==> src/hdl/ssi_pkg.sv <==
// ----------------------------------------------------------------------------
// ssi_pkg
// shared widths and stage payload types of the sphere-sphere intersect core
// ----------------------------------------------------------------------------
package ssi_pkg;

  localparam int unsigned COORD_W  = 32;            // signed center coordinate
  localparam int unsigned RAD_W    = 31;            // unsigned radius
  localparam int unsigned DIFF_W   = 32;            // |a - b| of two coordinates
  localparam int unsigned SQ_W     = 2 * DIFF_W;    // one squared axis distance
  localparam int unsigned SUM_W    = SQ_W + 2;      // sum of three squares
  localparam int unsigned ROOT_W   = 34;            // floor square root bits
  localparam int unsigned RADIC_W  = 2 * ROOT_W;    // radicand as fed to the root
  localparam int unsigned REM_W    = ROOT_W + 2;    // partial remainder
  localparam int unsigned RSUM_W   = RAD_W + 1;     // radius sum
  localparam int unsigned SEP_W    = 32;            // saturated separation
  localparam int unsigned XSEP_W   = ROOT_W + 2;    // exact signed separation

  localparam int unsigned S_TDATA_W = 256;
  localparam int unsigned M_TDATA_W = 40;

  // one accepted pair
  typedef struct packed {
    logic                      kind;
    logic signed [COORD_W-1:0] self_x;
    logic signed [COORD_W-1:0] self_y;
    logic signed [COORD_W-1:0] self_z;
    logic        [RAD_W-1:0]   self_r;
    logic signed [COORD_W-1:0] other_x;
    logic signed [COORD_W-1:0] other_y;
    logic signed [COORD_W-1:0] other_z;
    logic        [RAD_W-1:0]   other_r;
  } ssi_item_t;

  // squared distance ready for the root
  typedef struct packed {
    logic [SUM_W-1:0]  sum;
    logic [RSUM_W-1:0] rsum;
    logic              kind;
  } ssi_dist_t;

  // one digit step of the square root
  typedef struct packed {
    logic [RADIC_W-1:0] radic;
    logic [REM_W-1:0]   rem;
    logic [ROOT_W-1:0]  root;
    logic [RSUM_W-1:0]  rsum;
    logic               kind;
  } ssi_root_t;

  // finished root with the radius sum
  typedef struct packed {
    logic [ROOT_W-1:0] distance;
    logic [RSUM_W-1:0] rsum;
    logic              kind;
  } ssi_cmp_t;

  // one result beat
  typedef struct packed {
    logic                    saturated;
    logic signed [SEP_W-1:0] separation;
    logic                    hit;
  } ssi_result_t;

endpackage

==> src/hdl/ssi_post.sv <==
// ----------------------------------------------------------------------------
// ssi_post
// separation, saturation and hit decision, one register stage
// ----------------------------------------------------------------------------
module ssi_post (
  input  logic                 clk_i,
  input  logic                 rst_ni,
  input  logic                 en_i,
  input  logic                 valid_i,
  input  ssi_pkg::ssi_cmp_t    cmp_i,
  output logic                 valid_o,
  output ssi_pkg::ssi_result_t res_o
);

  localparam int unsigned TOP_W = ssi_pkg::XSEP_W - ssi_pkg::SEP_W + 1;

  logic signed [ssi_pkg::XSEP_W-1:0] xsep;
  logic [TOP_W-1:0]                  top;
  logic                              neg, sat_hi, sat_lo;
  ssi_pkg::ssi_result_t              res_d, res_q;
  logic                              valid_q;

  assign xsep   = {2'b00, cmp_i.distance}
                - {{(ssi_pkg::XSEP_W - ssi_pkg::RSUM_W){1'b0}}, cmp_i.rsum};
  assign top    = xsep[ssi_pkg::XSEP_W-1 -: TOP_W];
  assign neg    = xsep[ssi_pkg::XSEP_W-1];
  assign sat_hi = !neg && (top != '0);
  assign sat_lo = neg && (top != '1);

  always_comb begin
    res_d = '0;
    if (!cmp_i.kind) begin
      res_d.hit       = neg;
      res_d.saturated = sat_hi || sat_lo;
      if (sat_hi) begin
        res_d.separation = {1'b0, {(ssi_pkg::SEP_W-1){1'b1}}};
      end else if (sat_lo) begin
        res_d.separation = {1'b1, {(ssi_pkg::SEP_W-1){1'b0}}};
      end else begin
        res_d.separation = xsep[ssi_pkg::SEP_W-1:0];
      end
    end
  end

  always_ff @(posedge clk_i or negedge rst_ni) begin
    if (!rst_ni) begin
      valid_q <= 1'b0;
    end else if (en_i) begin
      valid_q <= valid_i;
    end
  end

  always_ff @(posedge clk_i) begin
    if (en_i) begin
      res_q <= res_d;
    end
  end

  assign valid_o = valid_q;
  assign res_o   = res_q;

endmodule

==> config.mk <==
export PLATFORM = sky130hd
export DESIGN_NAME = ssi_post
export DESIGN_NICKNAME = d
export VERILOG_FILES = /design/src/hdl/ssi_pkg.sv /design/src/hdl/ssi_post.sv
export SDC_FILE = /design/constraint.sdc
export NUM_CORES = 1
export LEC_CHECK = 0
export BUFFER_PORTS_ARGS = -buffer_cell sky130_fd_sc_hd__buf_2
export CAP_MARGIN = 30
export CORE_UTILIZATION = 50
export DETAILED_ROUTE_END_ITERATION = 10
export PLACE_DENSITY = 0.78
export SYNTH_ARGS = -nofsm -noshare
export SYNTH_HDL_FRONTEND = slang
export SYNTH_SLANG_ARGS = --single-unit
==> constraint.sdc <==
create_clock -name clk_i -period 0.9 [get_ports clk_i]
set_clock_uncertainty 0.05 [all_clocks]
set_input_delay 0.135 -clock clk_i [delete_from_list [all_inputs] [get_ports clk_i]]
set_output_delay 0.135 -clock clk_i [all_outputs]
set_load 0.005 [all_outputs]
==> run summary, run 1 <==
CELLS AND AREA
------------------------------------------------------------------------------------------
Post-route standard cell area excluding fillers                                   5190 µm²
Antenna diodes                                                                           0
Nets                                                                                   692
Share of post-route cells with drive strength above 1                                48.9%
Area growth from synthesis to layout                                                 53.0%
Cell Count, Final, Fillers Out                                                         666

WORST SETUP PATH
------------------------------------------------------------------------------------------
WP data arrival                                                                    2.77 ns
Critical Path Source Type                                                        input pin
R2R depth                                                                                1
Capturing element type of the critical path                                       register
WS Path Type                                                                     in -> reg
Launch point of the worst path                                                   cmp_i[33]
Endpoint of the worst-slack reg-to-reg timing path                                 valid_o
Maximum fanout encountered on the critical timing path                                   5
Critical path data required time                                                   0.89 ns
Worst R2R Start                                                                    valid_o
Critical Path Sink                                                               res_o[17]
Flop2flop setup slack                                                              0.11 ns

FLOORPLANNING
------------------------------------------------------------------------------------------
Initial core utilization                                                             52.5%
Number of standard-cell rows in the floorplan                                           29
Vertical extent of the die                                                         84.4 µm
DIE AREA                                                                          7110 µm²
Core ar.                                                                          6460 µm²
Top-level port count                                                                   106
Horiz. Die Dim                                                                     84.4 µm

PLACEMENT
------------------------------------------------------------------------------------------
Count of input and output buffers                                                      105
Detailed Place HPWL                                                                7830 µm
Routability congestion estimate from global placement                                0.950
Inst Count DP                                                                          647
Standard cell area after detailed placement                                       4850 µm²
Worst setup timing slack at the placement stage                                   -2.31 ns

STA
------------------------------------------------------------------------------------------
Endpoints failing setup                                                                 69
Timing-limited maximum frequency                                                   359 MHz
Actual transition at the worst max-transition pin                                 0.519 ns
Final hold violation count                                                               0
Setup repair after global routing missed its margin                                   true
Relative max-transition margin                                                       65.4%
Final period util                                                                     310%
Final Max Slew Viols                                                                     0
Min Clock Period, post-route                                                       2.79 ns
Slack of the critical path                                                        -1.89 ns
Post-Route Setup TNS                                                             -65.27 ns

GLOBAL ROUTE
------------------------------------------------------------------------------------------
Wire length of the first global-routing pass                                      16300 µm
Global router's overall resource usage                                               28.4%
Vias in the first global route                                                        3698
Pin count of the biggest net entering global routing                                    23
Total global routing overflow                                                            0
Antenna violations before repair                                                         0

DETAILED ROUTING
------------------------------------------------------------------------------------------
TritonRoute pass-1 iters                                                                 8
Post-detailed-routing wire length                                                  9750 µm
Total number of vias                                                                  3616
Initial drt markers                                                                    156
Detailed-route wire length per cell                                                14.6 µm
Remaining number of nets flagged by the antenna check after routing                      0
Post-detailed-route via-to-cell ratio                                                 5.43
Remaining routing DRC violations                                                         8

STATUS
------------------------------------------------------------------------------------------
Violations in the final reports                                               DRC, setup timing
Run status                                                                    complete, but fails checks

MIN PATH
------------------------------------------------------------------------------------------
Min-delay worst type                                                             in -> reg
Instance count along the most critical hold path                                         2

YOSYS
------------------------------------------------------------------------------------------
Synth Net Count                                                                        471
Flop and latch count out of synthesis                                                   35
Async set-reset flop share out of synthesis                                          2.86%
Sequential-to-total area share from yosys stat                                       30.8%
Cells after synthesis                                                                  367
Count of flip-flops with a built-in enable after synthesis                              34
Warnings, synthesis                                                                      0
Most common flop cell mapped by yosys                                         sky130_fd_sc_hd__edfxtp_1
Synth unique cells                                                                      58
Syn_area_per_cell                                                                 9.24 µm²
Post-Syn Area                                                                     3390 µm²

PWR
------------------------------------------------------------------------------------------
PD cells                                                                       1260 nW/µm²
VDD IR-drop max                                                                   0.615 mV
Static Leakage                                                                     2.50 nW

CLOCK TREE
------------------------------------------------------------------------------------------
Clock Sinks                                                                             35
TritonCTS buffer count                                                                   5
CTS tree                                                                             built
Buffer cell driving the clock tree root                                       sky130_fd_sc_hd__clkbuf_8
Clock edge transition at the registers on the reported setup and hold paths        0.07 ns
Clk buf depth                                                                            2
Htree depth                                                                              2
Clock latency on the worst-skew pair                                               0.28 ns

FLOW RUN
------------------------------------------------------------------------------------------
Max-capacitance violation count                                                          0

[area by class of cell]
cell class	count	area, µm²
Fill cell	449	1270
Tap cell	77	96.3
Multi-Input combinational cell	281	2220
Clock buffer	7	76.3
Inverter	38	155
Timing Repair Buffer	227	1590
Sequential cell	35	1050
Clock inverter	1	5.00
[state kept, by name, summed over array words and instances, names as in the netlist]
name and flops:
res_o 34, valid_o 1
[kinds of logic after synthesis]
kind of cell	count (synthesis)	synth area share, %
adders and majority gates	33	12.4
DFF	35	30.8
AOI/OAI and AO/OA	136	29.7
xor gates and xnor gates	29	7.49
buffers and inverters	51	6.94
and+or+nand+nor	80	11.7
muxes	3	0.923
[placed cells by master (no fill, tap or decap), types with 3 or more instances in the layout]
cell type and n:
sky130_fd_sc_hd__ha_1 30, sky130_fd_sc_hd__and3_1 5, sky130_fd_sc_hd__nand3_1 7, sky130_fd_sc_hd__o211ai_1 3
sky130_fd_sc_hd__buf_16 3, sky130_fd_sc_hd__o21ai_1 3, sky130_fd_sc_hd__o21ai_0 17, sky130_fd_sc_hd__a211o_1 4
sky130_fd_sc_hd__or3_1 3, sky130_fd_sc_hd__nor2_1 15, sky130_fd_sc_hd__buf_6 5, sky130_fd_sc_hd__buf_4 107
sky130_fd_sc_hd__nor3_1 5, sky130_fd_sc_hd__buf_2 105, sky130_fd_sc_hd__o21ai_2 32, sky130_fd_sc_hd__a21o_1 11
sky130_fd_sc_hd__a21oi_1 31, sky130_fd_sc_hd__edfxtp_1 34, sky130_fd_sc_hd__nand4_1 5, sky130_fd_sc_hd__clkbuf_8 5
sky130_fd_sc_hd__inv_1 36, sky130_fd_sc_hd__xor2_1 14, sky130_fd_sc_hd__nand2_1 26, sky130_fd_sc_hd__a31oi_1 3
sky130_fd_sc_hd__buf_12 5, sky130_fd_sc_hd__xnor2_1 15
[critical path: stages]
cell,delay (ns)
sky130_fd_sc_hd__buf_8,0.11
sky130_fd_sc_hd__inv_12,0.04
sky130_fd_sc_hd__ha_4,0.11
sky130_fd_sc_hd__inv_2,0.03
sky130_fd_sc_hd__fa_2,0.33
sky130_fd_sc_hd__a21o_1,0.18
sky130_fd_sc_hd__a221o_1,0.35
sky130_fd_sc_hd__a31o_2,0.27
sky130_fd_sc_hd__a311o_1,0.32
sky130_fd_sc_hd__nand3_2,0.12
sky130_fd_sc_hd__a41oi_4,0.15
sky130_fd_sc_hd__buf_6,0.16
sky130_fd_sc_hd__o31ai_4,0.06
sky130_fd_sc_hd__buf_6,0.18
sky130_fd_sc_hd__buf_6,0.14
sky130_fd_sc_hd__o21ai_2,0.06
[synthesized netlist by cell type, drive strengths merged (4+ instances only)]
| cell | instances | area [µm²] |
|---|---|---|
| inv | 38 | 143 |
| xor2 | 14 | 123 |
| buf | 9 | 77.6 |
| nor3 | 5 | 25.0 |
| nor2 | 16 | 60.1 |
| o21ai | 52 | 369 |
| a21o | 11 | 82.6 |
| o31ai | 4 | 48.8 |
| nand4 | 5 | 31.3 |
| edfxtp | 34 | 1020 |
| xnor2 | 15 | 131 |
| nand2 | 26 | 97.6 |
| and3 | 6 | 42.5 |
| nand3 | 9 | 50.1 |
| a21oi | 33 | 165 |
| a211oi | 5 | 47.5 |
| clkbuf | 4 | 15.0 |
| a211o | 4 | 35.0 |
| ha | 32 | 400 |
| a41oi | 4 | 50.1 |
[power breakdown]
part | total [W] | leakage (nW) | switching [W] | internal (W)
sequential | 0.00215 | 0.344 | 0.0000649 | 0.00208
combinational | 0.00333 | 2.12 | 0.00163 | 0.00170
clock | 0.00107 | 0.0422 | 0.000526 | 0.000542
[how the worst min path moves through the flow]
stage / to / from
2_1_floorplan: valid_o / rst_ni
5_1_grt: valid_o / valid_i
3_5_place_dp: valid_o / rst_ni
6_report: valid_o / valid_i
4_1_cts: valid_o / valid_i
3_3_place_gp: valid_o / rst_ni
[stage by stage]
stage / power (W) / utilization [%] / hold slack [ns]
after detailed placement: 0.00518 / 75.0 / -0.138
after global routing: 0.00691 / 80.3 / 0.0319
after floorplan: 0.00383 / - / -0.211
after global placement: 0.00506 / 75.0 / -0.141
final: 0.00655 / 80.3 / 0.0324
after CTS: 0.00650 / 80.1 / 0.0322
[layer usage]
layer | part of all wire [%] | GRT usage (%) | up-vias
li1 | - | - | 1798
met1 | 43 | 33.6 | 1684
met2 | 52 | 54.1 | 119
met3 | 4.4 | 3.24 | 15
met4 | 1.4 | 7.86 | 0
met5 | 0 | 0 | -
[timing repair]
action / 4_1_cts / 5_1_grt
cloned: 4 / 0
pin swaps: 17 / 1
hold buffers: 1 / 0
gates resized for setup: 22 / 3
hold endpoints to repair: 1 / 0
endpoints found under the setup margin: 69 / 69
setup buffers: 6 / 1
Power figures use the tool's default switching activity.
==> run 2: changes to the inputs <==
--- a/config.mk
+++ b/config.mk
@@ -7,9 +7,10 @@
 export LEC_CHECK = 0
 export BUFFER_PORTS_ARGS = -buffer_cell sky130_fd_sc_hd__buf_2
 export CAP_MARGIN = 30
-export CORE_UTILIZATION = 50
+export CORE_UTILIZATION = 30
 export DETAILED_ROUTE_END_ITERATION = 10
-export PLACE_DENSITY = 0.78
+export PLACE_DENSITY = 0.52
+export SKIP_CTS_REPAIR_TIMING = 1
 export SYNTH_ARGS = -nofsm -noshare
 export SYNTH_HDL_FRONTEND = slang
 export SYNTH_SLANG_ARGS = --single-unit
==> run summary, run 2 (same netlist as run 1, synthesis figures left out) <==
STATUS
------------------------------------------------------------------------------------------
Run status                                                                    complete, but fails checks   unchanged
Violations in the final reports                                               setup timing   was DRC, setup timing

MIN PATH
------------------------------------------------------------------------------------------
Hold endpoint                                                                      valid_o   unchanged
Hold Crit Start                                                                    valid_i   unchanged
Min-delay worst type                                                             in -> reg   unchanged
Instance count along the most critical hold path                                         2   unchanged

DETAILED ROUTING
------------------------------------------------------------------------------------------
Detailed-route wire length per cell                                                13.0 µm   was 14.6 µm
Initial drt markers                                                                    114   was 156
Remaining number of nets flagged by the antenna check after routing                      0   unchanged
Post-detailed-routing wire length                                                  9570 µm   was 9750 µm
TritonRoute pass-1 iters                                                                 4   was 8
Total number of vias                                                                  3509   was 3616
Post-detailed-route via-to-cell ratio                                                 4.77   was 5.43
Remaining routing DRC violations                                                         0   was 8

WORST SETUP PATH
------------------------------------------------------------------------------------------
Critical path data required time                                                   0.87 ns   was 0.89 ns
Flop2flop setup slack                                                              0.11 ns   about the same
R2R depth                                                                                1   unchanged
Critical Path Source Type                                                        input pin   unchanged
Worst R2R Start                                                                    valid_o   unchanged
Capturing element type of the critical path                                       register   unchanged
WP data arrival                                                                    2.82 ns   was 2.77 ns
WS Path Type                                                                     in -> reg   unchanged
Endpoint of the worst-slack reg-to-reg timing path                                 valid_o   unchanged
Maximum fanout encountered on the critical timing path                                   4   was 5

GLOBAL ROUTE
------------------------------------------------------------------------------------------
Met2 Track Usage GR                                                                  27.7%   was 54.1%
Vias in the first global route                                                        3241   was 3698
Global-route met1 utilization                                                        20.9%   was 33.6%
Total global routing overflow                                                            0   unchanged
Global-route met3 utilization                                                        1.57%   was 3.24%
Busiest layer in global routing                                                       met2   unchanged
Wire length of the first global-routing pass                                      14700 µm   was 16300 µm
Antenna violations before repair                                                         0   unchanged
Global router's overall resource usage                                               15.9%   was 28.4%
Pin count of the biggest net entering global routing                                    24   was 23

STA
------------------------------------------------------------------------------------------
Timing-limited maximum frequency                                                   350 MHz   was 359 MHz
Endpoints failing setup                                                                 69   unchanged
Setup repair after global routing missed its margin                                   true   unchanged
Relative max-transition margin                                                       69.3%   was 65.4%
Final Max Slew Viols                                                                     0   unchanged
Final period util                                                                     317%   was 310%
Final hold violation count                                                               0   unchanged
Post-Route Setup TNS                                                             -67.53 ns   was -65.27 ns
Min Clock Period, post-route                                                       2.85 ns   was 2.79 ns
Actual transition at the worst max-transition pin                                 0.461 ns   was 0.519 ns
Slack of the critical path                                                        -1.95 ns   was -1.89 ns

FLOW RUN
------------------------------------------------------------------------------------------
Max-capacitance violation count                                                          0   unchanged

CLOCK TREE
------------------------------------------------------------------------------------------
CTS tree                                                                             built   unchanged
Clock latency on the worst-skew pair                                               0.27 ns   was 0.28 ns
Clk buf depth                                                                            2   unchanged
Clock Sinks                                                                             35   unchanged
Htree depth                                                                              2   unchanged
Clock edge transition at the registers on the reported setup and hold paths        0.05 ns   was 0.07 ns
Buffer cell driving the clock tree root                                       sky130_fd_sc_hd__clkbuf_16   was sky130_fd_sc_hd__clkbuf_8
TritonCTS buffer count                                                                   5   unchanged

CELLS AND AREA
------------------------------------------------------------------------------------------
Most frequent standard cell in the layout excluding fill and tap cells        sky130_fd_sc_hd__buf_4   unchanged
Leading cell types in the layout, fill and taps excluded                      sky130_fd_sc_hd__buf_4 (111), sky130_fd_sc_hd__buf_2 (105), sky130_fd_sc_hd__inv_1 (36), sky130_fd_sc_hd__edfxtp_1 (34), sky130_fd_sc_hd__a21oi_1 (33)   was sky130_fd_sc_hd__buf_4 (107), sky130_fd_sc_hd__buf_2 (105), sky130_fd_sc_hd__inv_1 (36), sky130_fd_sc_hd__edfxtp_1 (34), sky130_fd_sc_hd__o21ai_2 (32)
Area growth from synthesis to layout                                                 57.0%   was 53.0%
Antenna diodes                                                                           0   unchanged
Nets                                                                                   698   was 692
Max FFs per register                                                                    34   unchanged
Layout filler cell count                                                              1094   was 449
Share of post-route cells with drive strength above 1                                48.7%   was 48.9%

FLOORPLANNING
------------------------------------------------------------------------------------------
Vertical extent of the die                                                          108 µm   was 84.4 µm
DIE AREA                                                                         11700 µm²   was 7110 µm²
Top-level port count                                                                   106   unchanged
Horiz. Die Dim                                                                      108 µm   was 84.4 µm
Initial core utilization                                                             31.0%   was 52.5%
Core ar.                                                                         10900 µm²   was 6460 µm²
Number of standard-cell rows in the floorplan                                           38   was 29

PWR
------------------------------------------------------------------------------------------
Reported net switching power                                                     0.00223 W   was 0.00222 W
PD cells                                                                       1310 nW/µm²   was 1260 nW/µm²
Proportion of power drawn by flip-flops and latches                                  31.0%   was 32.8%
Part of the total power dissipated in combinational logic                            45.7%   was 50.8%
Static Leakage                                                                     2.55 nW   was 2.50 nW
Internal cell power                                                              0.00476 W   was 0.00432 W
VDD IR-drop max                                                                   0.954 mV   was 0.615 mV
Net Sw Frac                                                                          31.9%   was 34.0%
Clock group share of total power                                                     23.3%   was 16.3%

PLACEMENT
------------------------------------------------------------------------------------------
Worst setup timing slack at the placement stage                                   -2.30 ns   was -2.31 ns
Routability congestion estimate from global placement                                0.850   was 0.950
Detailed Place HPWL                                                                8040 µm   was 7830 µm
Count of input and output buffers                                                      105   unchanged

[run 2: changes by cell type in the layout (fill, tap and decap cells not counted), moves of 3 or more]
cell	previous run	this run
sky130_fd_sc_hd__buf_12	5	2
sky130_fd_sc_hd__buf_16	3	0
sky130_fd_sc_hd__buf_4	107	111
sky130_fd_sc_hd__buf_6	5	8
sky130_fd_sc_hd__buf_8	1	4
sky130_fd_sc_hd__clkbuf_16	0	7
sky130_fd_sc_hd__clkbuf_8	5	0
[run 2: worst max path at each step]
stage / from / to / slack (ns) / cells past startpoint
floorplan: cmp_i[33] / res_o[16] / -2.05 / 13
finish: cmp_i[33] / res_o[27] / -1.95 / 16
global route: cmp_i[33] / res_o[33] / -2.07 / 16
detailed placement: cmp_i[33] / res_o[21] / -2.30 / 14
CTS: cmp_i[33] / res_o[19] / -2.03 / 14
global placement: cmp_i[33] / res_o[18] / -2.23 / 14
[run 2: through the flow]
stage | area (µm²) | utilization [%] | hold WS [ns] | total power, W | std cells
floorplan | 3430 | - | -0.211 | 0.00383 | 367
global placement | 4920 | 45.0 | -0.141 | 0.00514 | 714
detailed placement | 4920 | 45.0 | -0.138 | 0.00516 | 714
CTS | 5060 | 46.3 | -0.430 | 0.00679 | 722
global route | 5320 | 48.7 | 0.0451 | 0.00740 | 735
finish | 5320 | 48.7 | 0.0465 | 0.00698 | 735
[run 2: power groups by stage]
stage | registers, W | clock network (W) | logic [W]
2_1_floorplan | 0.00221 | 0 | 0.00162
6_report | 0.00217 | 0.00163 | 0.00319
3_5_place_dp | 0.00221 | 0 | 0.00296
3_3_place_gp | 0.00221 | 0 | 0.00293
5_1_grt | 0.00219 | 0.00171 | 0.00351
4_1_cts | 0.00218 | 0.00165 | 0.00297
[run 2: layer usage]
layer,part of all wire (%),vias up
li1,-,1816
met1,46,1625
met2,51,66
met3,3.3,2
met4,0.59,0
met5,0,-
[run 2: area by class of cell]
class                           count  area (µm²)  share of cell area, %
Timing Repair Buffer              233        1610                   30.2
Multi-Input combinational cell    281        2200                   41.3
Sequential cell                    35        1050                   19.6
Inverter                           38         155                   2.91
Clock inverter                      2        12.5                  0.235
Clock buffer                        6         129                   2.42
Tap cell                          140         175                   3.29
[run 2: worst max-delay path: stages]
cell                        delay [ns]
sky130_fd_sc_hd__buf_8            0.11
sky130_fd_sc_hd__inv_12           0.04
sky130_fd_sc_hd__ha_4             0.12
sky130_fd_sc_hd__inv_2            0.03
sky130_fd_sc_hd__fa_2             0.32
sky130_fd_sc_hd__a21o_1           0.18
sky130_fd_sc_hd__a221o_1          0.36
sky130_fd_sc_hd__a31o_4           0.26
sky130_fd_sc_hd__a311o_1          0.40
sky130_fd_sc_hd__nand3_2          0.13
sky130_fd_sc_hd__a41oi_4          0.14
sky130_fd_sc_hd__buf_6            0.15
sky130_fd_sc_hd__o31ai_4          0.07
sky130_fd_sc_hd__buf_6            0.18
sky130_fd_sc_hd__clkbuf_16        0.14
sky130_fd_sc_hd__o21ai_2          0.04
